[config.mk]
export PLATFORM = sky130hd
export DESIGN_NAME = sha1_byte_stream_hasher_unit
export DESIGN_NICKNAME = d
export VERILOG_FILES = /design/src/design/sha1bsh_pkg.sv /design/src/design/sha1bsh_datapath.sv /design/src/design/sha1bsh_ctrl.sv /design/src/design/sha1_byte_stream_hasher_unit.sv
export VERILOG_INCLUDE_DIRS = /design/src /design/src/design
export SDC_FILE = /design/constraint.sdc
export NUM_CORES = 2
export LEC_CHECK = 0
export BUFFER_PORTS_ARGS = -buffer_cell sky130_fd_sc_hd__clkbuf_2
export CORE_MARGIN = 1
export CORE_UTILIZATION = 35
export CTS_CLUSTER_DIAMETER = 60
export DETAILED_ROUTE_END_ITERATION = 7
export PLACE_DENSITY = 0.51
export SYNTH_ARGS = -nofsm -noshare
export SYNTH_HDL_FRONTEND = slang
export SYNTH_SLANG_ARGS = --single-unit
export TNS_END_PERCENT = 30
[constraint.sdc]
create_clock -name clk -period 20.5 [get_ports clk]
set_input_delay 3.075 -clock clk [delete_from_list [all_inputs] [get_ports clk]]
set_output_delay 3.075 -clock clk [all_outputs]
set_load 0.05 [all_outputs]
[src/design/assert_macros.svh]
// Assertion macros shared by the SHA-1 hasher RTL.
`ifndef ASSERT_MACROS_SVH
`define ASSERT_MACROS_SVH

// Same-cycle implication, sampled on clk, ignored while rst_n is low.
`define SHA1BSH_ASSERT_IMPLY(label, ante, cons) \
    label: assert property (@(posedge clk) disable iff (!rst_n) (ante) |-> (cons)) \
        else $error("sha1bsh: same-cycle check failed");

// Next-cycle implication, sampled on clk, ignored while rst_n is low.
`define SHA1BSH_ASSERT_NEXT(label, ante, cons) \
    label: assert property (@(posedge clk) disable iff (!rst_n) (ante) |=> (cons)) \
        else $error("sha1bsh: next-cycle check failed");

`endif

[src/design/sha1bsh_pkg.sv]
// Shared types, codes and constants of the SHA-1 byte stream hasher.
`timescale 1ns / 1ps
`default_nettype none

package sha1bsh_pkg;

    localparam int IN_TDATA_W  = 8;
    localparam int IN_TUSER_W  = 2;
    localparam int OUT_TDATA_W = 40;
    localparam int NUM_WORDS   = 5;
    localparam int BLOCK_W     = 512;

    // Operation codes carried in tuser on the input side
    localparam logic [1:0] OP_ABSORB = 2'd0;
    localparam logic [1:0] OP_FINISH = 2'd1;
    localparam logic [1:0] OP_START  = 2'd2;

    // Source of a byte shifted into the block
    localparam logic [1:0] SEL_DATA = 2'd0;
    localparam logic [1:0] SEL_PAD  = 2'd1;
    localparam logic [1:0] SEL_ZERO = 2'd2;
    localparam logic [1:0] SEL_LEN  = 2'd3;

    // Round function groups
    localparam logic [1:0] ROUND_CH  = 2'd0;
    localparam logic [1:0] ROUND_P1  = 2'd1;
    localparam logic [1:0] ROUND_MAJ = 2'd2;
    localparam logic [1:0] ROUND_P3  = 2'd3;

    localparam logic [7:0] PAD_BYTE = 8'h80;

    typedef struct packed {
        logic       shift_en;
        logic [1:0] shift_sel;
        logic       len_add;
        logic       start;
        logic       round_en;
        logic [1:0] round_kind;
        logic       chain_add;
        logic       out_load;
        logic [2:0] out_idx;
        logic       out_err;
        logic       out_last;
    } sha1bsh_cmd_t;

    typedef struct packed {
        logic fill_last;
        logic fill_at56;
        logic len_wrap;
        logic out_free;
    } sha1bsh_sts_t;

    function automatic logic [31:0] round_const(input logic [1:0] kind);
        logic [31:0] k;
        case (kind)
            ROUND_CH:  k = 32'h5A827999;
            ROUND_P1:  k = 32'h6ED9EBA1;
            ROUND_MAJ: k = 32'h8F1BBCDC;
            default:   k = 32'hCA62C1D6;
        endcase
        return k;
    endfunction

    function automatic logic [31:0] init_word(input logic [2:0] idx);
        logic [31:0] v;
        case (idx)
            3'd0:    v = 32'h67452301;
            3'd1:    v = 32'hEFCDAB89;
            3'd2:    v = 32'h98BADCFE;
            3'd3:    v = 32'h10325476;
            default: v = 32'hC3D2E1F0;
        endcase
        return v;
    endfunction

endpackage

`default_nettype wire

[src/design/sha1bsh_datapath.sv]
// Datapath: block shift line, round unit, chaining words, length and output register.
`timescale 1ns / 1ps
`default_nettype none

module sha1bsh_datapath (
    input  wire logic                       clk,
    input  wire logic                       rst_n,
    input  wire sha1bsh_pkg::sha1bsh_cmd_t  cmd,
    output sha1bsh_pkg::sha1bsh_sts_t       sts,
    input  wire logic [7:0]                 data_byte,
    output logic                            out_valid,
    input  wire logic                       out_ready,
    output logic [31:0]                     out_word,
    output logic [2:0]                      out_idx,
    output logic                            out_ok,
    output logic                            out_last
);
    import sha1bsh_pkg::*;

    logic [BLOCK_W-1:0] blk_reg;
    logic [BLOCK_W-1:0] blk_next;
    logic [5:0]         fill_reg;
    logic [63:0]        len_reg;
    logic [31:0]        chain_reg [NUM_WORDS];
    logic [31:0]        work_reg  [NUM_WORDS];
    logic               out_valid_reg;
    logic [31:0]        out_word_reg;
    logic [2:0]         out_idx_reg;
    logic               out_ok_reg;
    logic               out_last_reg;

    logic [7:0]  byte_in;
    logic [5:0]  len_lsb;
    logic [31:0] sched_x;
    logic [31:0] w_new;
    logic [31:0] w_cur;
    logic [31:0] f_val;
    logic [31:0] t_val;
    logic [31:0] sum_w [NUM_WORDS];

    // Length bytes go out most significant first, picked by the low fill bits
    assign len_lsb = {3'd7 - fill_reg[2:0], 3'b000};

    always_comb
    begin
        case (cmd.shift_sel)
            SEL_DATA: byte_in = data_byte;
            SEL_PAD:  byte_in = PAD_BYTE;
            SEL_ZERO: byte_in = 8'h00;
            default:  byte_in = len_reg[len_lsb +: 8];
        endcase
    end

    // Word t sits at the top; words t+2, t+8, t+13 at fixed taps
    assign w_cur   = blk_reg[511:480];
    assign sched_x = blk_reg[95:64] ^ blk_reg[255:224] ^ blk_reg[447:416] ^ blk_reg[511:480];
    assign w_new   = {sched_x[30:0], sched_x[31]};

    always_comb
    begin
        case (cmd.round_kind) inside
            ROUND_CH:
                f_val = (work_reg[1] & work_reg[2]) | (~work_reg[1] & work_reg[3]);
            ROUND_MAJ:
                f_val = (work_reg[1] & work_reg[2]) | (work_reg[1] & work_reg[3])
                      | (work_reg[2] & work_reg[3]);
            ROUND_P1, ROUND_P3:
                f_val = work_reg[1] ^ work_reg[2] ^ work_reg[3];
            default:
                f_val = work_reg[1] ^ work_reg[2] ^ work_reg[3];
        endcase
    end

    assign t_val = {work_reg[0][26:0], work_reg[0][31:27]} + f_val + work_reg[4] + w_cur
                 + round_const(cmd.round_kind);

    always_comb
    begin
        for (int i = 0; i < NUM_WORDS; i++)
        begin
            sum_w[i] = chain_reg[i] + work_reg[i];
        end
    end

    always_comb
    begin
        blk_next = blk_reg;
        if (cmd.shift_en)
        begin
            blk_next = {blk_reg[BLOCK_W-9:0], byte_in};
        end
        else if (cmd.round_en)
        begin
            blk_next = {blk_reg[BLOCK_W-33:0], w_new};
        end
    end

    always_ff @(posedge clk)
    begin
        blk_reg <= blk_next;
    end

    always_ff @(posedge clk or negedge rst_n)
    begin
        if (!rst_n)
        begin
            fill_reg <= '0;
            len_reg  <= '0;
            for (int i = 0; i < NUM_WORDS; i++)
            begin
                chain_reg[i] <= init_word(3'(i));
                work_reg[i]  <= init_word(3'(i));
            end
        end
        else
        begin
            if (cmd.start)
            begin
                fill_reg <= '0;
                len_reg  <= '0;
                for (int i = 0; i < NUM_WORDS; i++)
                begin
                    chain_reg[i] <= init_word(3'(i));
                    work_reg[i]  <= init_word(3'(i));
                end
            end
            else
            begin
                if (cmd.shift_en)
                begin
                    fill_reg <= fill_reg + 6'd1;
                end
                if (cmd.len_add)
                begin
                    len_reg <= len_reg + 64'd8;
                end
                if (cmd.round_en)
                begin
                    work_reg[0] <= t_val;
                    work_reg[1] <= work_reg[0];
                    work_reg[2] <= {work_reg[1][1:0], work_reg[1][31:2]};
                    work_reg[3] <= work_reg[2];
                    work_reg[4] <= work_reg[3];
                end
                else if (cmd.chain_add)
                begin
                    for (int i = 0; i < NUM_WORDS; i++)
                    begin
                        chain_reg[i] <= sum_w[i];
                        work_reg[i]  <= sum_w[i];
                    end
                end
            end
        end
    end

    // Output register: a loaded word waits here until the transfer completes
    always_ff @(posedge clk or negedge rst_n)
    begin
        if (!rst_n)
        begin
            out_valid_reg <= 1'b0;
        end
        else if (cmd.out_load)
        begin
            out_valid_reg <= 1'b1;
        end
        else if (out_ready)
        begin
            out_valid_reg <= 1'b0;
        end
    end

    always_ff @(posedge clk)
    begin
        if (cmd.out_load)
        begin
            out_word_reg <= cmd.out_err ? 32'h0 : chain_reg[cmd.out_idx];
            out_idx_reg  <= cmd.out_idx;
            out_ok_reg   <= !cmd.out_err;
            out_last_reg <= cmd.out_last;
        end
    end

    assign sts.fill_last = (fill_reg == 6'd63);
    assign sts.fill_at56 = (fill_reg == 6'd56);
    assign sts.len_wrap  = &len_reg[63:3];
    assign sts.out_free  = !out_valid_reg || out_ready;

    assign out_valid = out_valid_reg;
    assign out_word  = out_word_reg;
    assign out_idx   = out_idx_reg;
    assign out_ok    = out_ok_reg;
    assign out_last  = out_last_reg;

endmodule

`default_nettype wire

[src/design/sha1bsh_ctrl.sv]
// Controller: item decode, padding sequence, round counter and digest emission.
`timescale 1ns / 1ps
`default_nettype none

module sha1bsh_ctrl (
    input  wire logic                       clk,
    input  wire logic                       rst_n,
    input  wire logic                       in_valid,
    output logic                            in_ready,
    input  wire logic [1:0]                 in_op,
    output sha1bsh_pkg::sha1bsh_cmd_t       cmd,
    input  wire sha1bsh_pkg::sha1bsh_sts_t  sts
);
    import sha1bsh_pkg::*;

    localparam logic [2:0] S_IDLE   = 3'd0;
    localparam logic [2:0] S_ROUND  = 3'd1;
    localparam logic [2:0] S_ADD    = 3'd2;
    localparam logic [2:0] S_PAD80  = 3'd3;
    localparam logic [2:0] S_PADZ   = 3'd4;
    localparam logic [2:0] S_PADLEN = 3'd5;
    localparam logic [2:0] S_EMIT   = 3'd6;
    localparam logic [2:0] S_ERR    = 3'd7;

    localparam logic [6:0] ROUND_LAST = 7'd79;
    localparam logic [2:0] WORD_LAST  = 3'd4;

    logic [2:0] state_reg, state_next;
    logic [2:0] ret_reg, ret_next;
    logic [6:0] round_reg, round_next;
    logic [2:0] word_reg, word_next;
    logic       done_reg, done_next;
    logic       corrupt_reg, corrupt_next;

    always_comb
    begin
        state_next   = state_reg;
        ret_next     = ret_reg;
        round_next   = round_reg;
        word_next    = word_reg;
        done_next    = done_reg;
        corrupt_next = corrupt_reg;
        in_ready     = 1'b0;
        cmd          = '0;

        if (round_reg < 7'd20)
        begin
            cmd.round_kind = ROUND_CH;
        end
        else if (round_reg < 7'd40)
        begin
            cmd.round_kind = ROUND_P1;
        end
        else if (round_reg < 7'd60)
        begin
            cmd.round_kind = ROUND_MAJ;
        end
        else
        begin
            cmd.round_kind = ROUND_P3;
        end

        unique case (state_reg)
            S_IDLE:
            begin
                in_ready = 1'b1;
                if (in_valid)
                begin
                    unique case (in_op)
                        OP_START:
                        begin
                            cmd.start    = 1'b1;
                            done_next    = 1'b0;
                            corrupt_next = 1'b0;
                        end
                        OP_ABSORB:
                        begin
                            if (done_reg || corrupt_reg)
                            begin
                                corrupt_next = 1'b1;
                            end
                            else
                            begin
                                cmd.shift_en  = 1'b1;
                                cmd.shift_sel = SEL_DATA;
                                cmd.len_add   = 1'b1;
                                if (sts.len_wrap)
                                begin
                                    corrupt_next = 1'b1;
                                end
                                if (sts.fill_last)
                                begin
                                    state_next = S_ROUND;
                                    ret_next   = S_IDLE;
                                end
                            end
                        end
                        OP_FINISH:
                        begin
                            if (corrupt_reg)
                            begin
                                state_next = S_ERR;
                            end
                            else if (done_reg)
                            begin
                                state_next = S_EMIT;
                            end
                            else
                            begin
                                done_next  = 1'b1;
                                state_next = S_PAD80;
                            end
                        end
                        default:
                        begin
                        end
                    endcase
                end
            end
            S_ROUND:
            begin
                cmd.round_en = 1'b1;
                if (round_reg == ROUND_LAST)
                begin
                    round_next = '0;
                    state_next = S_ADD;
                end
                else
                begin
                    round_next = round_reg + 7'd1;
                end
            end
            S_ADD:
            begin
                cmd.chain_add = 1'b1;
                state_next    = ret_reg;
            end
            S_PAD80:
            begin
                cmd.shift_en  = 1'b1;
                cmd.shift_sel = SEL_PAD;
                state_next    = S_PADZ;
                if (sts.fill_last)
                begin
                    state_next = S_ROUND;
                    ret_next   = S_PADZ;
                end
            end
            S_PADZ:
            begin
                if (sts.fill_at56)
                begin
                    state_next = S_PADLEN;
                end
                else
                begin
                    cmd.shift_en  = 1'b1;
                    cmd.shift_sel = SEL_ZERO;
                    if (sts.fill_last)
                    begin
                        state_next = S_ROUND;
                        ret_next   = S_PADZ;
                    end
                end
            end
            S_PADLEN:
            begin
                cmd.shift_en  = 1'b1;
                cmd.shift_sel = SEL_LEN;
                if (sts.fill_last)
                begin
                    state_next = S_ROUND;
                    ret_next   = S_EMIT;
                end
            end
            S_EMIT:
            begin
                if (sts.out_free)
                begin
                    cmd.out_load = 1'b1;
                    cmd.out_idx  = word_reg;
                    cmd.out_last = (word_reg == WORD_LAST);
                    if (word_reg == WORD_LAST)
                    begin
                        word_next  = '0;
                        state_next = S_IDLE;
                    end
                    else
                    begin
                        word_next = word_reg + 3'd1;
                    end
                end
            end
            S_ERR:
            begin
                if (sts.out_free)
                begin
                    cmd.out_load = 1'b1;
                    cmd.out_err  = 1'b1;
                    cmd.out_last = 1'b1;
                    state_next   = S_IDLE;
                end
            end
            default:
            begin
                state_next = S_IDLE;
            end
        endcase
    end

    always_ff @(posedge clk or negedge rst_n)
    begin
        if (!rst_n)
        begin
            state_reg   <= S_IDLE;
            ret_reg     <= S_IDLE;
            round_reg   <= '0;
            word_reg    <= '0;
            done_reg    <= 1'b0;
            corrupt_reg <= 1'b0;
        end
        else
        begin
            state_reg   <= state_next;
            ret_reg     <= ret_next;
            round_reg   <= round_next;
            word_reg    <= word_next;
            done_reg    <= done_next;
            corrupt_reg <= corrupt_next;
        end
    end

endmodule

`default_nettype wire

[src/design/sha1_byte_stream_hasher_unit.sv]
// Top level of the streaming SHA-1 hasher: controller, datapath and checks.
// Absorb, start and ignored items complete in the idle state; an absorb that fills the block
// starts a compression (80 rounds on the single round unit, one chaining add).
// Finish pads one byte a cycle, except while a block compresses, with one or two compressions,
// then loads one digest word a cycle into the free output register; a repeat finish skips padding.
// Input bytes are held off while the round unit runs; a finish on a corrupt stream emits one error word.
// rst_n is asynchronous, active low: chaining words take the initial values, state clears.
`timescale 1ns / 1ps
`default_nettype none
`include "assert_macros.svh"

module sha1_byte_stream_hasher_unit (
    input  wire logic                                  clk,
    input  wire logic                                  rst_n,
    input  wire logic                                  s_axis_tvalid,
    output logic                                       s_axis_tready,
    input  wire logic [sha1bsh_pkg::IN_TDATA_W-1:0]    s_axis_tdata,  // [7:0] data_byte
    input  wire logic [sha1bsh_pkg::IN_TUSER_W-1:0]    s_axis_tuser,  // [1:0] operation
    output logic                                       m_axis_tvalid,
    input  wire logic                                  m_axis_tready,
    output logic [sha1bsh_pkg::OUT_TDATA_W-1:0]        m_axis_tdata,  // [31:0] digest_word,
                                                                      // [34:32] word_index,
                                                                      // [39:35] zero
    output logic                                       m_axis_tuser,  // [0] ok
    output logic                                       m_axis_tlast   // last_word
);
    import sha1bsh_pkg::*;

    sha1bsh_cmd_t cmd;
    sha1bsh_sts_t sts;
    logic [31:0]  out_word;
    logic [2:0]   out_idx;

    // Decode items, sequence padding and rounds, and drive the datapath
    sha1bsh_ctrl u_ctrl (
        .clk      (clk),
        .rst_n    (rst_n),
        .in_valid (s_axis_tvalid),
        .in_ready (s_axis_tready),
        .in_op    (s_axis_tuser),
        .cmd      (cmd),
        .sts      (sts)
    );

    // Hold the block, run the rounds, and keep the next result in its output register
    sha1bsh_datapath u_datapath (
        .clk       (clk),
        .rst_n     (rst_n),
        .cmd       (cmd),
        .sts       (sts),
        .data_byte (s_axis_tdata),
        .out_valid (m_axis_tvalid),
        .out_ready (m_axis_tready),
        .out_word  (out_word),
        .out_idx   (out_idx),
        .out_ok    (m_axis_tuser),
        .out_last  (m_axis_tlast)
    );

    assign m_axis_tdata = {5'b00000, out_idx, out_word};

    // A word is only loaded when the output register is free or being drained
    `SHA1BSH_ASSERT_IMPLY(a_load_when_free, cmd.out_load, sts.out_free)
    // Byte shifts and rounds never share a cycle on the block shift line
    `SHA1BSH_ASSERT_IMPLY(a_shift_round_excl, cmd.shift_en, !cmd.round_en)
    // Rounds run only while input transfers are held off
    `SHA1BSH_ASSERT_IMPLY(a_round_busy, cmd.round_en, !s_axis_tready)
    // After a start transfer the input is ready again in the next cycle
    `SHA1BSH_ASSERT_NEXT(a_start_one_cycle,
        s_axis_tvalid && s_axis_tready && (s_axis_tuser == OP_START), s_axis_tready)

endmodule

`default_nettype wire
**Word-level counts from Yosys, hierarchy flattened**

Index checks and enable logic that the tools add are counted.

- Output and inout port bits: 44
- Flip-flop bits (word level): 958
- Input bits: 14
- Logic and storage cells: 182

- Muxes and demuxes: 69
- $add $sub $neg: 14
- Bitwise operators: 14
- Order comparisons: 4
- Reduce and logical (&&, ||, !) cells: 24
- Shift operators: 1
- Equal/unequal tests: 32

Operators with widths:

| kind | number |
|---|---|
| $mux 512 | 2 |
| $mux 160 | 5 |
| $add 32x32->32 | 9 |
| $xor 32x32->32 | 5 |
| $and 32x32->32 | 4 |
| $mux 32 | 4 |
| $mux 64 | 2 |
| $bmux 32 s3 | 1 |
| $or 32x32->32 | 3 |
| $pmux 32 s3 | 1 |
| $add 64x4->64 const B | 1 |
| $shiftx 64x7->8 | 1 |
| $mux 3 | 21 |
| $reduce_and 61->1 | 1 |
| $not 32->32 | 1 |
| $pmux 3 s4 | 2 |
| $pmux 3 s8 | 1 |
| $pmux 8 s3 | 1 |
| $ne 2x2->1 const B | 9 |
| $eq 3x3->1 const B | 5 |
| $lt 7x6->1 const B | 2 |
| $reduce_and 7->1 | 2 |
| $reduce_bool 2->1 | 7 |
| $mux 1 | 13 |
| 31 further kinds | 55 |

**Logic depth before layout (Yosys ltp)**

- Depth after elaboration: 13
- Depth in mapped cells: 29

**By module**

Synthesis repeated with hierarchy kept, for this count alone.

- Cells, all modules: 5,084
- Area, all modules: 56,999.7 um2

By module, submodules not included:

| module | cells each | times used | sequential area each (um2) | area an instance (um2) |
|---|---|---|---|---|
| sha1bsh_datapath | 4,941 | 1 | 26,395.3 | 55,808.5 |
| sha1bsh_ctrl | 137 | 1 | 425.4 | 1,149.9 |
| sha1_byte_stream_hasher_unit | 6 | 1 | 0.0 | 41.3 |

**Worst setup path after synthesis**

Ideal clock, no wire load.

- Path kind: input port to flip-flop
- Start point: input port s_axis_tuser[0] (netlist bit)
- End point: register u_datapath.blk_reg[0] (enable)
- Data arrival time: 12.553 ns
- Cell stages on the path: 8
- Required time: 16.868 ns
- Setup time: 3.632 ns
- Path slack: 4.314 ns
- Path through: nand2b_1 > nor4_2 > nand2_1 > a21oi_1 > nor2_1 > clkbuf_1 > clkbuf_1 > nand2_1

- Longest elaborated chain between the ends: 5

RTL lines:

| what | line | source |
|---|---|---|
| start: declaration | sha1_byte_stream_hasher_unit.sv:18 | `input wire logic [sha1bsh_pkg::IN_TUSER_W-1:0] s_axis_tuser,` |
| $logic_not 2->1 | sha1bsh_ctrl.sv:69 | `unique case (in_op)` |
| $mux 4 | sha1bsh_ctrl.sv:69 |  |
| $mux 5 | sha1bsh_ctrl.sv:67 | `if (in_valid)` |
| $pmux 3 s4 | sha1bsh_ctrl.sv:63 | `unique case (state_reg)` |
| $reduce_bool 2->1 (no line) | -- |  |
| end signal: assignment | sha1bsh_datapath.sv:100 | `blk_reg <= blk_next;` |
| end: declaration | sha1bsh_datapath.sv:20 | `logic [BLOCK_W-1:0] blk_reg;` |

Every way passes these cells.
A chain may end at the register's enable or synchronous reset.

**Final worst setup path**

- Start point: register u_ctrl.round_reg[2]
- End point: register u_datapath.work_reg[159] (netlist bit)

- Longest elaborated chain between the ends: 13
- Elaborated cells between the ends (all ways): 18
- Those cells by class: 4 x add/sub; 3 x order compare; 2 x eq/ne; 8 x mux; 1 x reduce/logical

RTL lines:

| what | line | source |
|---|---|---|
| start: declaration | sha1bsh_ctrl.sv:30 | `logic [6:0] round_reg, round_next;` |
| start signal: assignment | sha1bsh_ctrl.sv:226 | `round_reg <= round_next;` |
| $lt 7x6->1 | sha1bsh_ctrl.sv:54 | `else if (round_reg < 7'd60)` |
| $mux 1 | sha1bsh_ctrl.sv:54 |  |
| $mux 2 | sha1bsh_ctrl.sv:50 | `else if (round_reg < 7'd40)` |
| $mux 2 (*) | sha1bsh_ctrl.sv:46 | `if (round_reg < 7'd20)` |
| $eq 2x2->1 | sha1bsh_pkg.sv:55 | `case (kind)` |
| $mux 32 (2 in a row) | sha1bsh_datapath.sv:61 | `case (cmd.round_kind) inside` |
| $add 32x32->32 (3 in a row) | sha1bsh_datapath.sv:74 | `assign t_val = {work_reg[0][26:0], work_reg[0][31:27]} + f_val + work_reg[4] + w_cur` |
| $add 32x32->32 (*) | sha1bsh_datapath.sv:75 | `+ round_const(cmd.round_kind);` |
| $mux 160 (*) | sha1bsh_datapath.sv:137 | `if (cmd.round_en)` |
| $mux 160 (*) | sha1bsh_datapath.sv:117 | `if (cmd.start)` |
| end signal: indexed assignment | sha1bsh_datapath.sv:112 | `work_reg[i] <= init_word(3'(i));` |
| end signal: indexed assignment | sha1bsh_datapath.sv:124 | `work_reg[i] <= init_word(3'(i));` |
| end signal: indexed assignment | sha1bsh_datapath.sv:150 | `work_reg[i] <= sum_w[i];` |
| end: declaration | sha1bsh_datapath.sv:25 | `logic [31:0] work_reg [NUM_WORDS];` |

Every way passes the cells marked *; elsewhere a longest branch is shown, timed or not.

==> summary.txt <==
Drt
  – Initial DRC Count: 3205
  – DR pass1 iterations: 6
  – Vias: 42.51k
  – Via/cell ratio: 5.258
  – Final ANT Viol Nets: 0
  – Total wire length: between 150000 and 200000 µm
  – Routed len/inst: 19.93 µm
  – DRC Markers: 0

Timing
  – RSZ-0062 raised after global routing: false
  – Fin. max-slew vios: 0
  – Tmin final: 7.493 ns
  – Setup tns final: 0 ns
  – Worst hold margin: just under 0.5 ns
  – Fmax: approximately 0.13 GHz
  – Relative slew slack: 23.58%
  – Final-report hold violation count: 0
  – Slew @ Worst Pin: approximately 1.1 ns
  – Max Clock Skew: 0.07263 ns
  – Final setup viols: 0
  – Final Cycle Share: approximately 37%

Worst setup path
  – Max incr delay on CP: 0.92 ns
  – Critical path class: flip-flop to flip-flop
  – CP Data Arrival Time: 8.20 ns
  – Crit path from: u_ctrl.round_reg[2]
  – CP Capture Type: flip-flop
  – Startpoint types: flip-flop
  – R2R Setup Slk: 13.01 ns
  – Worst EP required: 21.21 ns
  – Worst R2R End: u_datapath.work_reg[159]
  – Critical register-to-register path startpoint: u_ctrl.round_reg[2]
  – Critical Path End: u_datapath.work_reg[159]
  – Worst path slowest cell: ha_2
  – Cell mode on critical path: fa_1
  – Crit-path max FO: 29
  – Reg2Reg Depth: 24
  – Worst-path cell chain: maj3_1 > a211oi_1 > ha_2 > nor2b_1 > a211oi_1 > a21oi_1 > fa_1 > inv_1 > fa_1 > fa_1 > inv_1 > ha_1 > inv_1 > fa_1 > nor2b_1 > o31a_1 > o21ai_0 > a31oi_1 > a31oi_1 > o21ai_0 > nand3_1 > a31oi_1 > mux2i_1 > o311a_1

CTS
  – Clock Sinks: 954
  – Worst-Skew Late Latency: roughly 0.77 ns
  – CTS tree: done
  – Max Buffers Root-to-Sink: 3
  – Hold_buf cts: 0
  – CTS resizes: 0
  – CTS Buf Count: 115
  – CTS clk-pin slew, worst paths: 0.06 ns
  – H-tree depth: 3
  – Number of setup buffers added after CTS: 0
  – Clock root buffer: clkbuf_16

Synthesis
  – Synthesized area: approximately 0.056 mm²
  – Synthesized instance count: 5973
  – Post-synthesis sequential area ratio: 48.12%
  – Ys Warns: 0
  – Area leader, netlist: edfxtp_1
  – Unique masters post-synth: 95
  – Synthesized flop and latch total: 954
  – Main flop type after synthesis: edfxtp_1
  – Synth top area share: 29.58%
  – EDFF count, synth: 549
  – Area contributors post-synth: edfxtp_1, nand2_1, dfrtp_1, dfstp_2, ha_1
  – Syn avg cell area: 9.331 µm²
  – FFs w/ async S/R, synth: 42.45%

Layout
  – Non-filler cells, final: 8084
  – Nets: between 6k and 7k
  – Largest register FFs: 512
  – Sequential Area: 0.02682 mm²
  – Area Growth Syn to Fin: 11.31%
  – Area of the multi-input gates: 0.02692 mm²
  – Fraction of layout cells with a size suffix above 1: 9.050%
  – Fill cells: about 16k

Floorplanning
  – Die W: approximately 400 µm
  – Die Area: 0.1608 mm²
  – Core area: approximately 0.16 mm²
  – I/O pins: between 50 and 60
  – Num rows: about 150
  – Die Ht: between 400 and 500 µm
  – Starting density of the core: 35.23%

Global route
  – Total gr overflow: 0
  – Initial antenna violation count: 0
  – Vias in the first global route: ~42k
  – First-pass GRT wire length: 251900 µm
  – Tot GR Track Use: 19.86%
  – Largest net degree at the start of global routing: 218

Place
  – # port buffers: 52
  – Cells after DPL: 7864
  – Routability cong.: about 0.88
  – Hpwl dp: 110900 µm

Job
  – Max cap viols: 0

Hold path
  – Worst hold path class: flip-flop to flip-flop

Status
  – Status: completed
## area by class of cell
type	instances	share of cell area (%)
inverters	255	1.543
diodes	1	0.004034
clock inverters	75	1.442
clock buffers	144	5.046
multi-input cells	4478	43.40
well taps	2072	4.179
flip-flops and latches	954	43.23
repair buffers	105	1.158
## cells by family after synthesis
logic type	synth area share, %
xor gates and xnor gates	4.629
AOI/OAI and AO/OA	13.87
adders and majority gates	9.200
DFF	48.12
and+or+nand+nor	18.85
muxes	1.549
buffers and inverters	3.769
other	0.006728
## routing by layer
metal / routed length (µm) / GRT usage (%) / vias up
met5: 0 / 0 / -
li1: - / - / 20440
met1: 76940 / 28.50 / 20980
met2: 73210 / 31.35 / 879
met4: 3957 / 5.068 / 0
met3: 7007 / 2.820 / 215
## cell usage after synthesis, types with 68 or more instances
cell type and count:
a21o_1 103, a21oi_1 366, a31oi_1 68, clkbuf_1 226, dfrtp_1 245, dfstp_2 160
edfxtp_1 549, fa_1 125, ha_1 209, inv_1 254, nand2_1 1837, nand3_1 70
nor2_1 371, o21ai_0 251, xnor2_1 195, xor2_1 97
## worst min-delay path by stage
stage / slack (ns) / startpoint / cells past startpoint / to
floorplan: 0.45 / u_datapath.chain_reg[6] / 2 / u_datapath.chain_reg[6]
global placement: 0.47 / u_datapath.chain_reg[6] / 2 / u_datapath.chain_reg[6]
detailed placement: 0.47 / u_datapath.chain_reg[6] / 2 / u_datapath.chain_reg[6]
CTS: 0.48 / u_datapath.chain_reg[6] / 2 / u_datapath.chain_reg[6]
global route: 0.51 / u_datapath.chain_reg[6] / 2 / u_datapath.chain_reg[6]
finish: 0.48 / u_datapath.chain_reg[6] / 2 / u_datapath.chain_reg[6]
## layout by cell type (no fill, tap or decap), types with 47 or more instances in the layout
| cell | instances |
|---|---|
| a211oi_1 | 67 |
| a21o_1 | 103 |
| nand3_1 | 69 |
| nor2_1 | 365 |
| clkbuf_2 | 51 |
| dfrtp_1 | 245 |
| inv_1 | 254 |
| dfstp_2 | 160 |
| clkbuf_16 | 118 |
| buf_4 | 49 |
| xnor2_1 | 195 |
| edfxtp_1 | 549 |
| nor3_1 | 47 |
| fa_1 | 125 |
| nand2_1 | 1832 |
| o21ai_0 | 251 |
| a221oi_1 | 59 |
| xor2_1 | 97 |
| a31oi_1 | 68 |
| ha_1 | 207 |
| a21oi_1 | 366 |
## critical path, delay by kind of cell, from the launching register on
| family | cells | cell delay [ns] |
|---|---|---|
| fa+ha+maj | 7 | 3.43 |
| compound gates | 10 | 2.68 |
| flops | 1 | 0.45 |
| simple gates | 3 | 0.43 |
| mux | 1 | 0.20 |
| buf+inv | 3 | 0.19 |
## per-stage QoR
stage | worst slack [ns] | util, % | cell area (µm²)
6_report | 13.01 | 39.22 | 62040
5_1_grt | 12.52 | 39.21 | 62040
4_1_cts | 13.00 | 39.21 | 62040
3_5_place_dp | 12.18 | 36.67 | 58010
3_3_place_gp | 12.18 | 36.67 | 58010
2_1_floorplan | 4.314 | - | 55750
Power is left out: the tool's default activity adds up to more than one toggle a clock period on the data nets, which glitch-free logic cannot reach.
